### config.mk
export PLATFORM = sky130hd
export DESIGN_NAME = mono_packed_row_blit_flat
export DESIGN_NICKNAME = d
export VERILOG_FILES = /design/src/hdl/mpr_pkg.sv /design/src/hdl/mpr_ifs.sv /design/src/hdl/mpr_span_setup.sv /design/src/hdl/mpr_bit_packer.sv /design/src/hdl/mpr_out_queue.sv /design/src/hdl/mono_packed_row_blit.sv /design/src/flat_wrapper.sv
export SDC_FILE = /design/constraint.sdc
export NUM_CORES = 2
export LEC_CHECK = 0
export BUFFER_PORTS_ARGS = -buffer_cell sky130_fd_sc_hd__buf_2
export CORE_ASPECT_RATIO = 0.7
export CORE_MARGIN = 8
export CORE_UTILIZATION = 35
export CTS_CLUSTER_DIAMETER = 80
export CTS_CLUSTER_SIZE = 28
export DETAILED_ROUTE_END_ITERATION = 8
export PLACE_DENSITY = 0.58
export SYNTH_ARGS = -nofsm -noshare
export SYNTH_HDL_FRONTEND = slang
export SYNTH_SLANG_ARGS = --single-unit
### constraint.sdc
create_clock -name clk -period 25.4 [get_ports clk]
set_input_delay 5.08 -clock clk [delete_from_list [all_inputs] [get_ports clk]]
set_output_delay 5.08 -clock clk [all_outputs]
set_load 0.01 [all_outputs]
### src/hdl/mpr_pkg.sv
`default_nettype none

package mpr_pkg;

  localparam int CFG_INDEX_BITS = 3;
  localparam int CFG_DATA_BITS  = 32;
  localparam int OUT_ADDR_BITS  = 32;
  localparam int CLIP_BITS      = 16;

  localparam logic [CFG_INDEX_BITS-1:0] CFG_CLIP_LEFT   = 3'd0;
  localparam logic [CFG_INDEX_BITS-1:0] CFG_CLIP_TOP    = 3'd1;
  localparam logic [CFG_INDEX_BITS-1:0] CFG_CLIP_RIGHT  = 3'd2;
  localparam logic [CFG_INDEX_BITS-1:0] CFG_CLIP_BOTTOM = 3'd3;
  localparam logic [CFG_INDEX_BITS-1:0] CFG_ROW_STRIDE  = 3'd4;
  localparam logic [CFG_INDEX_BITS-1:0] CFG_FRAME_BASE  = 3'd5;

  localparam logic [CLIP_BITS-1:0] CLIP_MAX = 16'hffff;

  localparam int QUEUE_DEPTH = 4;
  localparam int QUEUE_PTR_BITS = 2;
  localparam int QUEUE_CNT_BITS = 3;

  // one masked byte write
  typedef struct packed {
    logic [OUT_ADDR_BITS-1:0] write_address;
    logic [7:0]               write_data;
    logic [7:0]               write_mask;
    logic                     last_write;
  } mpr_word_t;

  // writes produced by one source byte; a second write is always the last one
  typedef struct packed {
    logic       emit0;
    logic       emit1;
    logic [7:0] data0;
    logic [7:0] mask0;
    logic       last0;
    logic [7:0] data1;
    logic [7:0] mask1;
    logic [1:0] addr_inc;
  } mpr_emit_t;

endpackage

`default_nettype wire

### src/hdl/mpr_ifs.sv
`default_nettype none

interface mpr_in_if #(
  parameter int COORD_BITS = 16
);
  logic                         valid;
  logic                         ready;
  logic                         req_type;
  logic signed [COORD_BITS-1:0] span_x;
  logic signed [COORD_BITS-1:0] span_y;
  logic signed [COORD_BITS-1:0] span_width;
  logic [7:0]                   source_byte;

  modport source (output valid, req_type, span_x, span_y, span_width, source_byte,
                  input ready);
  modport sink (input valid, req_type, span_x, span_y, span_width, source_byte,
                output ready);
endinterface

interface mpr_out_if;
  logic        valid;
  logic        ready;
  logic [31:0] write_address;
  logic [7:0]  write_data;
  logic [7:0]  write_mask;
  logic        last_write;

  modport source (output valid, write_address, write_data, write_mask, last_write,
                  input ready);
  modport sink (input valid, write_address, write_data, write_mask, last_write,
                output ready);
endinterface

`default_nettype wire

### src/hdl/mpr_span_setup.sv
`default_nettype none

module mpr_span_setup #(
  parameter int ADDRESS_BITS = 32,
  parameter int COORD_BITS   = 16,
  parameter int EW           = 19,
  parameter int SBL_BITS     = 13
) (
  input  wire logic signed [COORD_BITS-1:0] span_x,
  input  wire logic signed [COORD_BITS-1:0] span_y,
  input  wire logic signed [COORD_BITS-1:0] span_width,
  input  wire logic [15:0]                  clip_left,
  input  wire logic [15:0]                  clip_top,
  input  wire logic [15:0]                  clip_right,
  input  wire logic [15:0]                  clip_bottom,
  input  wire logic [15:0]                  row_stride,
  input  wire logic [31:0]                  frame_base,
  output logic [SBL_BITS-1:0]               bytes_left,
  output logic [EW-1:0]                     skip,
  output logic [EW-1:0]                     pixels,
  output logic [2:0]                        bit_pos,
  output logic [ADDRESS_BITS-1:0]           address
);

  localparam int SUMW = (ADDRESS_BITS > 33) ? ADDRESS_BITS : 33;

  logic signed [EW-1:0] xs, ys, ws, wp7, cl, ct, cr, cb;
  logic signed [EW-1:0] skip_s, x1, w1, w2, xend;
  logic                 x_lt, row_ok, live;
  logic [31:0]          prod;
  logic [SUMW-1:0]      sum;

  always_comb begin
    xs  = EW'(span_x);
    ys  = EW'(span_y);
    ws  = EW'(span_width);
    cl  = $signed(EW'(clip_left));
    ct  = $signed(EW'(clip_top));
    cr  = $signed(EW'(clip_right));
    cb  = $signed(EW'(clip_bottom));
    wp7 = ws + EW'(7);

    bytes_left = (ws > 0) ? wp7[COORD_BITS-1:3] : '0;

    x_lt   = xs < cl;
    skip_s = x_lt ? (cl - xs) : '0;
    x1     = x_lt ? cl : xs;
    w1     = ws - skip_s;
    xend   = x1 + w1;
    w2     = (xend > cr) ? (cr - x1) : w1;
    row_ok = (ys >= ct) && (ys < cb);
    live   = row_ok && (w2 > 0);

    prod = ys[15:0] * row_stride;
    sum  = SUMW'(frame_base) + SUMW'(prod) + SUMW'(x1[15:3]);

    skip    = live ? skip_s : '0;
    pixels  = live ? w2 : '0;
    bit_pos = live ? x1[2:0] : '0;
    address = live ? sum[ADDRESS_BITS-1:0] : '0;
  end

endmodule

`default_nettype wire

### src/hdl/mpr_bit_packer.sv
`default_nettype none

module mpr_bit_packer #(
  parameter int PW = 19
) (
  input  wire logic [PW-1:0] skip_i,
  input  wire logic [PW-1:0] pix_i,
  input  wire logic [2:0]    bit_pos_i,
  input  wire logic [7:0]    pend_data_i,
  input  wire logic [7:0]    pend_mask_i,
  input  wire logic [7:0]    src_i,
  output logic [PW-1:0]      skip_o,
  output logic [PW-1:0]      pix_o,
  output logic [2:0]         bit_pos_o,
  output logic [7:0]         pend_data_o,
  output logic [7:0]         pend_mask_o,
  output mpr_pkg::mpr_emit_t emit_o
);

  logic [3:0]  s_used, avail, n;
  logic [8:0]  low9;
  logic [7:0]  low, sel;
  logic [15:0] acc_d, acc_m;
  logic [4:0]  tot;
  logic        done, full;

  always_comb begin
    s_used = (skip_i >= PW'(8)) ? 4'd8 : skip_i[3:0];
    avail  = 4'd8 - s_used;
    n      = (pix_i < PW'(avail)) ? pix_i[3:0] : avail;
    skip_o = skip_i - PW'(s_used);
    pix_o  = pix_i - PW'(n);

    low9  = (9'd1 << n) - 9'd1;
    low   = low9[7:0];
    sel   = (src_i >> s_used) & low;
    acc_d = {8'h00, pend_data_i} | ({8'h00, sel} << bit_pos_i);
    acc_m = {8'h00, pend_mask_i} | ({8'h00, low} << bit_pos_i);
    tot   = {2'b00, bit_pos_i} + {1'b0, n};
    done  = (n != 4'd0) && (pix_o == '0);
    full  = tot[3];

    bit_pos_o   = bit_pos_i;
    pend_data_o = pend_data_i;
    pend_mask_o = pend_mask_i;
    emit_o      = '0;
    emit_o.data0 = acc_d[7:0];
    emit_o.mask0 = acc_m[7:0];
    emit_o.data1 = acc_d[15:8];
    emit_o.mask1 = acc_m[15:8];

    if (n != 4'd0) begin
      bit_pos_o = tot[2:0];
      if (full) begin
        emit_o.emit0 = 1'b1;
        emit_o.last0 = done && (tot == 5'd8);
        if (done && (tot != 5'd8)) begin
          emit_o.emit1    = 1'b1;
          emit_o.addr_inc = 2'd2;
          pend_data_o     = '0;
          pend_mask_o     = '0;
        end else begin
          emit_o.addr_inc = 2'd1;
          pend_data_o     = acc_d[15:8];
          pend_mask_o     = acc_m[15:8];
        end
      end else if (done) begin
        emit_o.emit0    = 1'b1;
        emit_o.last0    = 1'b1;
        emit_o.addr_inc = 2'd1;
        pend_data_o     = '0;
        pend_mask_o     = '0;
      end else begin
        pend_data_o = acc_d[7:0];
        pend_mask_o = acc_m[7:0];
      end
    end
  end

endmodule

`default_nettype wire

### src/hdl/mpr_out_queue.sv
`default_nettype none

module mpr_out_queue (
  input  wire logic          clk,
  input  wire logic          rst_n,
  input  wire logic          push0,
  input  wire logic          push1,
  input  mpr_pkg::mpr_word_t word0,
  input  mpr_pkg::mpr_word_t word1,
  output logic               space_ok,
  mpr_out_if.source          out_ch
);

  mpr_pkg::mpr_word_t mem_r [mpr_pkg::QUEUE_DEPTH];

  logic [mpr_pkg::QUEUE_PTR_BITS-1:0] wr_r, wr_nxt, rd_r, rd_nxt, wr_p1;
  logic [mpr_pkg::QUEUE_CNT_BITS-1:0] cnt_r, cnt_nxt;
  logic                               pop;

  assign space_ok = cnt_r <= mpr_pkg::QUEUE_CNT_BITS'(mpr_pkg::QUEUE_DEPTH - 2);
  assign pop      = out_ch.valid && out_ch.ready;
  assign wr_p1    = wr_r + 1'b1;

  assign out_ch.valid         = cnt_r != '0;
  assign out_ch.write_address = mem_r[rd_r].write_address;
  assign out_ch.write_data    = mem_r[rd_r].write_data;
  assign out_ch.write_mask    = mem_r[rd_r].write_mask;
  assign out_ch.last_write    = mem_r[rd_r].last_write;

  always_comb begin
    wr_nxt  = wr_r;
    rd_nxt  = rd_r;
    cnt_nxt = cnt_r;
    if (push0 && push1) begin
      wr_nxt = wr_r + 2'd2;
    end else if (push0) begin
      wr_nxt = wr_p1;
    end
    if (pop) begin
      rd_nxt = rd_r + 1'b1;
    end
    cnt_nxt = cnt_r + mpr_pkg::QUEUE_CNT_BITS'(push0) + mpr_pkg::QUEUE_CNT_BITS'(push1)
              - mpr_pkg::QUEUE_CNT_BITS'(pop);
  end

  always_ff @(posedge clk) begin
    if (!rst_n) begin
      wr_r  <= '0;
      rd_r  <= '0;
      cnt_r <= '0;
    end else begin
      wr_r  <= wr_nxt;
      rd_r  <= rd_nxt;
      cnt_r <= cnt_nxt;
    end
  end

  always_ff @(posedge clk) begin
    if (push0) begin
      mem_r[wr_r] <= word0;
    end
    if (push0 && push1) begin
      mem_r[wr_p1] <= word1;
    end
  end

endmodule

`default_nettype wire

### src/hdl/mono_packed_row_blit.sv
// Span blitter for a 1bpp framebuffer (bit 0 of a byte is the leftmost pixel).
// A span command is clipped and its start address computed, or a source byte
// shifted and merged with the pending partial byte against the running span
// state, in the cycle the word is taken; one word per cycle is sustained while
// the queue has two or more free entries, else input is held off. A source byte
// yields zero, one or two masked byte writes; they enter a four-entry result
// queue and leave one per cycle while the receiver is ready, in the cycle after
// the byte at the earliest. The user must write clip and address registers
// through the cfg port only while no span is in flight, unenforced by the block.
`default_nettype none

module mono_packed_row_blit #(
  parameter int ADDRESS_BITS = 32,
  parameter int COORD_BITS   = 16
) (
  input  wire logic                                clk,
  input  wire logic                                rst_n,
  input  wire logic                                cfg_we,
  input  wire logic [mpr_pkg::CFG_INDEX_BITS-1:0]  cfg_index,
  input  wire logic [mpr_pkg::CFG_DATA_BITS-1:0]   cfg_wdata,
  mpr_in_if.sink                                   in_ch,
  mpr_out_if.source                                out_ch
);

  localparam int EW       = ((COORD_BITS > 16) ? COORD_BITS : 16) + 3;
  localparam int SBL_BITS = COORD_BITS - 3;
  localparam int OW       = (ADDRESS_BITS > 32) ? ADDRESS_BITS : 32;

  logic [15:0] clip_left_r, clip_top_r, clip_right_r, clip_bottom_r, row_stride_r;
  logic [31:0] frame_base_r;

  logic [SBL_BITS-1:0]     sbl_r, sbl_nxt;
  logic [EW-1:0]           skip_r, skip_nxt, pix_r, pix_nxt;
  logic [2:0]              bpos_r, bpos_nxt;
  logic [7:0]              pdata_r, pdata_nxt, pmask_r, pmask_nxt;
  logic [ADDRESS_BITS-1:0] addr_r, addr_nxt;

  logic [SBL_BITS-1:0]     su_bytes;
  logic [EW-1:0]           su_skip, su_pix, pk_skip, pk_pix;
  logic [2:0]              su_bpos, pk_bpos;
  logic [ADDRESS_BITS-1:0] su_addr, addr_p1;
  logic [7:0]              pk_data, pk_mask;
  mpr_pkg::mpr_emit_t      emit;
  mpr_pkg::mpr_word_t      word0, word1;
  logic [OW-1:0]           addr0_x, addr1_x;
  logic                    accept, byte_live, push0, push1, space_ok;

  mpr_span_setup #(
    .ADDRESS_BITS (ADDRESS_BITS),
    .COORD_BITS   (COORD_BITS),
    .EW           (EW),
    .SBL_BITS     (SBL_BITS)
  ) u_setup (
    .span_x      (in_ch.span_x),
    .span_y      (in_ch.span_y),
    .span_width  (in_ch.span_width),
    .clip_left   (clip_left_r),
    .clip_top    (clip_top_r),
    .clip_right  (clip_right_r),
    .clip_bottom (clip_bottom_r),
    .row_stride  (row_stride_r),
    .frame_base  (frame_base_r),
    .bytes_left  (su_bytes),
    .skip        (su_skip),
    .pixels      (su_pix),
    .bit_pos     (su_bpos),
    .address     (su_addr)
  );

  mpr_bit_packer #(
    .PW (EW)
  ) u_packer (
    .skip_i      (skip_r),
    .pix_i       (pix_r),
    .bit_pos_i   (bpos_r),
    .pend_data_i (pdata_r),
    .pend_mask_i (pmask_r),
    .src_i       (in_ch.source_byte),
    .skip_o      (pk_skip),
    .pix_o       (pk_pix),
    .bit_pos_o   (pk_bpos),
    .pend_data_o (pk_data),
    .pend_mask_o (pk_mask),
    .emit_o      (emit)
  );

  assign in_ch.ready = space_ok;
  assign accept      = in_ch.valid && in_ch.ready;
  assign byte_live   = accept && in_ch.req_type && (sbl_r != '0);
  assign push0       = byte_live && emit.emit0;
  assign push1       = byte_live && emit.emit1;
  assign addr_p1     = addr_r + 1'b1;
  assign addr0_x     = OW'(addr_r);
  assign addr1_x     = OW'(addr_p1);

  always_comb begin
    word0.write_address = addr0_x[31:0];
    word0.write_data    = emit.data0;
    word0.write_mask    = emit.mask0;
    word0.last_write    = emit.last0;
    word1.write_address = addr1_x[31:0];
    word1.write_data    = emit.data1;
    word1.write_mask    = emit.mask1;
    word1.last_write    = 1'b1;
  end

  always_comb begin
    sbl_nxt   = sbl_r;
    skip_nxt  = skip_r;
    pix_nxt   = pix_r;
    bpos_nxt  = bpos_r;
    pdata_nxt = pdata_r;
    pmask_nxt = pmask_r;
    addr_nxt  = addr_r;
    if (accept && !in_ch.req_type) begin
      sbl_nxt   = su_bytes;
      skip_nxt  = su_skip;
      pix_nxt   = su_pix;
      bpos_nxt  = su_bpos;
      pdata_nxt = '0;
      pmask_nxt = '0;
      addr_nxt  = su_addr;
    end else if (byte_live) begin
      sbl_nxt   = sbl_r - 1'b1;
      skip_nxt  = pk_skip;
      pix_nxt   = pk_pix;
      bpos_nxt  = pk_bpos;
      pdata_nxt = pk_data;
      pmask_nxt = pk_mask;
      addr_nxt  = addr_r + ADDRESS_BITS'(emit.addr_inc);
    end
  end

  always_ff @(posedge clk) begin
    if (!rst_n) begin
      sbl_r   <= '0;
      skip_r  <= '0;
      pix_r   <= '0;
      bpos_r  <= '0;
      pdata_r <= '0;
      pmask_r <= '0;
      addr_r  <= '0;
    end else begin
      sbl_r   <= sbl_nxt;
      skip_r  <= skip_nxt;
      pix_r   <= pix_nxt;
      bpos_r  <= bpos_nxt;
      pdata_r <= pdata_nxt;
      pmask_r <= pmask_nxt;
      addr_r  <= addr_nxt;
    end
  end

  always_ff @(posedge clk) begin
    if (!rst_n) begin
      clip_left_r   <= '0;
      clip_top_r    <= '0;
      clip_right_r  <= mpr_pkg::CLIP_MAX;
      clip_bottom_r <= mpr_pkg::CLIP_MAX;
      row_stride_r  <= '0;
      frame_base_r  <= '0;
    end else if (cfg_we) begin
      case (cfg_index)
        mpr_pkg::CFG_CLIP_LEFT:   clip_left_r   <= cfg_wdata[15:0];
        mpr_pkg::CFG_CLIP_TOP:    clip_top_r    <= cfg_wdata[15:0];
        mpr_pkg::CFG_CLIP_RIGHT:  clip_right_r  <= cfg_wdata[15:0];
        mpr_pkg::CFG_CLIP_BOTTOM: clip_bottom_r <= cfg_wdata[15:0];
        mpr_pkg::CFG_ROW_STRIDE:  row_stride_r  <= cfg_wdata[15:0];
        mpr_pkg::CFG_FRAME_BASE:  frame_base_r  <= cfg_wdata[31:0];
        default: ;
      endcase
    end
  end

  mpr_out_queue u_queue (
    .clk      (clk),
    .rst_n    (rst_n),
    .push0    (push0),
    .push1    (push1),
    .word0    (word0),
    .word1    (word1),
    .space_ok (space_ok),
    .out_ch   (out_ch)
  );

endmodule

`default_nettype wire

### src/flat_wrapper.sv
// flat-port wrapper written by rule: the top's interface ports become plain ports
module mono_packed_row_blit_flat 
#(
  parameter int ADDRESS_BITS = 32,
  parameter int COORD_BITS   = 16
)
  (clk, rst_n, cfg_we, cfg_index, cfg_wdata, in_ch_valid, in_ch_req_type, in_ch_span_x, in_ch_span_y, in_ch_span_width, in_ch_source_byte, in_ch_ready, out_ch_valid, out_ch_write_address, out_ch_write_data, out_ch_write_mask, out_ch_last_write, out_ch_ready);
  mpr_in_if #(.COORD_BITS(COORD_BITS)) in_ch_i ();
  mpr_out_if out_ch_i ();
  input  wire logic clk;
  input  wire logic rst_n;
  input  wire logic cfg_we;
  input  wire logic [mpr_pkg::CFG_INDEX_BITS-1:0] cfg_index;
  input  wire logic [mpr_pkg::CFG_DATA_BITS-1:0] cfg_wdata;
  input wire logic [$bits(in_ch_i.valid)-1:0] in_ch_valid;
  input wire logic [$bits(in_ch_i.req_type)-1:0] in_ch_req_type;
  input wire logic [$bits(in_ch_i.span_x)-1:0] in_ch_span_x;
  input wire logic [$bits(in_ch_i.span_y)-1:0] in_ch_span_y;
  input wire logic [$bits(in_ch_i.span_width)-1:0] in_ch_span_width;
  input wire logic [$bits(in_ch_i.source_byte)-1:0] in_ch_source_byte;
  output wire logic [$bits(in_ch_i.ready)-1:0] in_ch_ready;
  output wire logic [$bits(out_ch_i.valid)-1:0] out_ch_valid;
  output wire logic [$bits(out_ch_i.write_address)-1:0] out_ch_write_address;
  output wire logic [$bits(out_ch_i.write_data)-1:0] out_ch_write_data;
  output wire logic [$bits(out_ch_i.write_mask)-1:0] out_ch_write_mask;
  output wire logic [$bits(out_ch_i.last_write)-1:0] out_ch_last_write;
  input wire logic [$bits(out_ch_i.ready)-1:0] out_ch_ready;
  assign in_ch_i.valid = in_ch_valid;
  assign in_ch_i.req_type = in_ch_req_type;
  assign in_ch_i.span_x = in_ch_span_x;
  assign in_ch_i.span_y = in_ch_span_y;
  assign in_ch_i.span_width = in_ch_span_width;
  assign in_ch_i.source_byte = in_ch_source_byte;
  assign in_ch_ready = in_ch_i.ready;
  assign out_ch_valid = out_ch_i.valid;
  assign out_ch_write_address = out_ch_i.write_address;
  assign out_ch_write_data = out_ch_i.write_data;
  assign out_ch_write_mask = out_ch_i.write_mask;
  assign out_ch_last_write = out_ch_i.last_write;
  assign out_ch_i.ready = out_ch_ready;
  mono_packed_row_blit #(.ADDRESS_BITS(ADDRESS_BITS), .COORD_BITS(COORD_BITS)) u_core (.clk(clk), .rst_n(rst_n), .cfg_we(cfg_we), .cfg_index(cfg_index), .cfg_wdata(cfg_wdata), .in_ch(in_ch_i), .out_ch(out_ch_i));
endmodule
==> results.sh <==
export IMPL_status="finished, final reports clean"
export IMPL_drtIter0Drc=3405
export IMPL_synth_avg_cell_area_um2=8.55
export IMPL_ys_seq_elements=419
export IMPL_hold_violations=0
export IMPL_synthMuxAreaShare_pct=4.34
export IMPL_finalNetCount=4876
export IMPL_synthXorXnorAreaFrac_pct=3.89
export IMPL_period_share_pct=65.1
export IMPL_async_flop_share_pct=0
export IMPL_utilization_pct=38.1
export IMPL_yosysSeqAreaShare_pct=27.9
export IMPL_slew_violations=0
export IMPL_die_width_um=404
export IMPL_first_pass_iters=6
export IMPL_cts_buffers=25
export IMPL_cp_required_ps=25890
export IMPL_tns_ps=0
export IMPL_antennaDiodeCount=0
export IMPL_synth_top_family_by_area="adder cells"
export IMPL_clock_skew_ps=33.1
export IMPL_cts_setup_buffers=0
export IMPL_setup_viol=0
export IMPL_wl_per_cell_um=22.2
export IMPL_max_freq_mhz=60.5
export IMPL_gp_congestion=0.987
export IMPL_vias_per_cell=5.59
export IMPL_synth_edff_count=192
export IMPL_overflow=0
export IMPL_slew_headroom_pct=19.4
export IMPL_ys_types=102
export IMPL_final_layout_size_suffix_gt1_share_pct=8.50
export IMPL_antenna_found_initial=3
export IMPL_grt_use_total_pct=21.3
export IMPL_r2r_slack_ps=13020
export IMPL_p_leak_nw=16.0
export IMPL_antenna_left=0
export IMPL_route_vias_total=32000
export IMPL_holdBufCountCts=0
export IMPL_synthCells=4316
export IMPL_synth_warnings=0
export IMPL_crit_path_end_kind="flop"
export IMPL_vdd_drop_max_uv=70.6
export IMPL_num_rows=99
export IMPL_hp_class="flop to flop"
export IMPL_cp_slowest_cell="or4_1"
export IMPL_htree_levels=1
export IMPL_rsz0062_at_grt="false"
export IMPL_gr_max_usage_layer="met1"
export IMPL_worst_setup_path_start_kind="input pin"
export IMPL_io_buffers=147
export IMPL_core_area_um2=104000
export IMPL_worst_ep_arrival_time_ps=17020
export IMPL_grt_max_degree=72
export IMPL_critPathKind="input pin to flop"
export IMPL_synthFlopType="dfxtp_1"
export IMPL_clock_sinks=419
export IMPL_cpPeakStageDelay_ps=1010
export IMPL_use_met2_pct=31.6
export IMPL_initial_core_util_pct=35.4
export IMPL_met3_usage_pct=3.51
export IMPL_cts_repair_resized=0
export IMPL_total_power_mw=3.29
export IMPL_cp_max_fo=38
export IMPL_power_density_nw_per_um2=82.8
export IMPL_syn_nets=4903
export IMPL_cpMostUsedCell="ha_1"
export IMPL_synth_compound_area_share_pct=16.9
export IMPL_post_route_min_period_ps=16540
export IMPL_die_y_um=288
export IMPL_worst_skew_pair_late_latency_ps=640
export IMPL_clk_path_buf_depth=3
export IMPL_cts_root_buf="clkbuf_16"
export IMPL_pin_count=148
export IMPL_area_growth_pct=7.70
export IMPL_dieArea_um2=116000
export IMPL_synth_simple_area_share_pct=17.8
export IMPL_first_global_vias=30500
export IMPL_worst_pin_slew_ps=1190
export IMPL_drc_errors=0
export IMPL_grt_pass1_wl_um=194000
export IMPL_synth_fa_ha_area_share_pct=21.6
export IMPL_cts_tree="yes"
export IMPL_gr_usage_met1_pct=32.5
export IMPL_finalWirelength_um=127000
export IMPL_synth_area_um2=36900
export IMPL_maxCapViolations=0
export IMPL_dp_hpwl_um=94000
export IMPL_path_clk_slew_ps=100
-- cells in the mapped netlist, types with 49 or more instances --
master    number  share of area, %
a21oi_1      240               3.3
and2_1       110               1.9
clkbuf_1     201               2.0
dfxtp_1      227                12
edfxtp_1     192                16
fa_1         247                13
ha_1         243               8.2
inv_1        459               4.7
mux4_2        49               3.0
nand2_1      633               6.4
nand3_1       92               1.2
nor2_1       294               3.0
nor3_1        69              0.94
o211ai_1      52               1.1
o21ai_0      308               4.2
xnor2_1       90               2.1
xor2_1        72               1.7
-- worst max-delay path: cells and delay by family --
| kind | cells | cell delay, ps |
|---|---|---|
| AOI/OAI and AO/OA | 16 | 4520 |
| adders and majority gates | 6 | 2080 |
| xor gates and xnor gates | 2 | 400 |
| and+or+nand+nor | 11 | 3540 |
| buffers and inverters | 6 | 1300 |
-- layout make-up --
type	instances	area [um^2]
well taps	1414	1770
fillers	10700	64700
repair buffers	194	1090
clock inverters	17	264
inverters	461	1730
flip-flops and latches	419	10300
multi-input cells	3188	23900
clock buffers	29	663
-- kinds of logic (layout without fill, tap and decap cells) --
family                   after synthesis  in the layout
XOR/XNOR                             163            163
other                                  1              1
multiplexers                          95             95
buffers and inverters                709            701
AO/OA/AOI/OAI                       1007           1007
AND/OR/NAND/NOR                     1432           1432
adder cells (fa/ha/maj)              490            490
flip-flops                           419            419
-- power breakdown --
part | switching, mW | internal, mW | total [mW]
registers | 0.0961 | 0.770 | 0.866
clock network | 0.295 | 0.218 | 0.513
logic | 1.27 | 0.640 | 1.91
-- cells in the final DEF, fill, tap and decap left out, drive strengths merged, types with 24 or more instances in the layout --
cell	netlist	routed
o21ai	360	360
o21a	25	25
and3	24	24
o31ai	49	49
xnor2	91	91
nor4	29	29
nand2b	26	26
clkbuf	201	29
edfxtp	192	192
o22ai	30	30
nand4	34	34
a21oi	241	241
dfxtp	227	227
fa	247	247
nand2	633	633
nor2	295	295
xor2	72	72
inv	459	469
a21o	39	39
nor2b	31	31
mux2i	31	31
nand3	96	96
nor3	74	74
a31oi	39	39
and2	112	112
or3	25	25
o211ai	52	52
mux4	49	49
buf	47	194
ha	243	243
-- flip-flops by register name (all words and copies together) (netlist names), 8 cells and up, named ones only --
register,cells
u_core.addr0_x,32
u_core.clip_bottom_r,16
u_core.clip_left_r,16
u_core.clip_right_r,16
u_core.clip_top_r,16
u_core.frame_base_r,32
u_core.pdata_r,8
u_core.pix_r,19
u_core.pmask_r,8
u_core.row_stride_r,16
u_core.sbl_r,13
u_core.skip_r,19
u_core.u_queue.mem_r,196
-- metal layers --
layer / share of wire (%) / routed length (um)
met1: 48 / 60500
met2: 42 / 53500
met3: 8.2 / 10400
met4: 2.0 / 2540
met5: 0.028 / 35
-- final timing paths --
check	start	endpoint	cells past startpoint
hold / removal	u_core.frame_base_r[28]$_SDFFE_PN0P_	u_core.frame_base_r[28]$_SDFFE_PN0P_	2
setup reg to reg	u_core.clip_left_r[0]$_SDFFE_PN0P_	u_core.pix_r[4]$_SDFFE_PN0P_	41
setup / recovery	in_ch_span_x[0]	u_core.pix_r[4]$_SDFFE_PN0P_	41
hold reg to reg	u_core.frame_base_r[28]$_SDFFE_PN0P_	u_core.frame_base_r[28]$_SDFFE_PN0P_	2
-- per-stage QoR --
stage | instance area [um^2] | instances | hold WS (ps) | setup slack (ps)
after floorplan | 36900 | 4316 | 433 | 11320
after global placement | 38800 | 5676 | 442 | 8470
after detailed placement | 38800 | 5676 | 447 | 8590
after CTS | 39800 | 5722 | 461 | 9170
after global routing | 39800 | 5722 | 477 | 7940
final | 39800 | 5722 | 458 | 8860
Note: power is estimated with default switching activity, not from simulation.
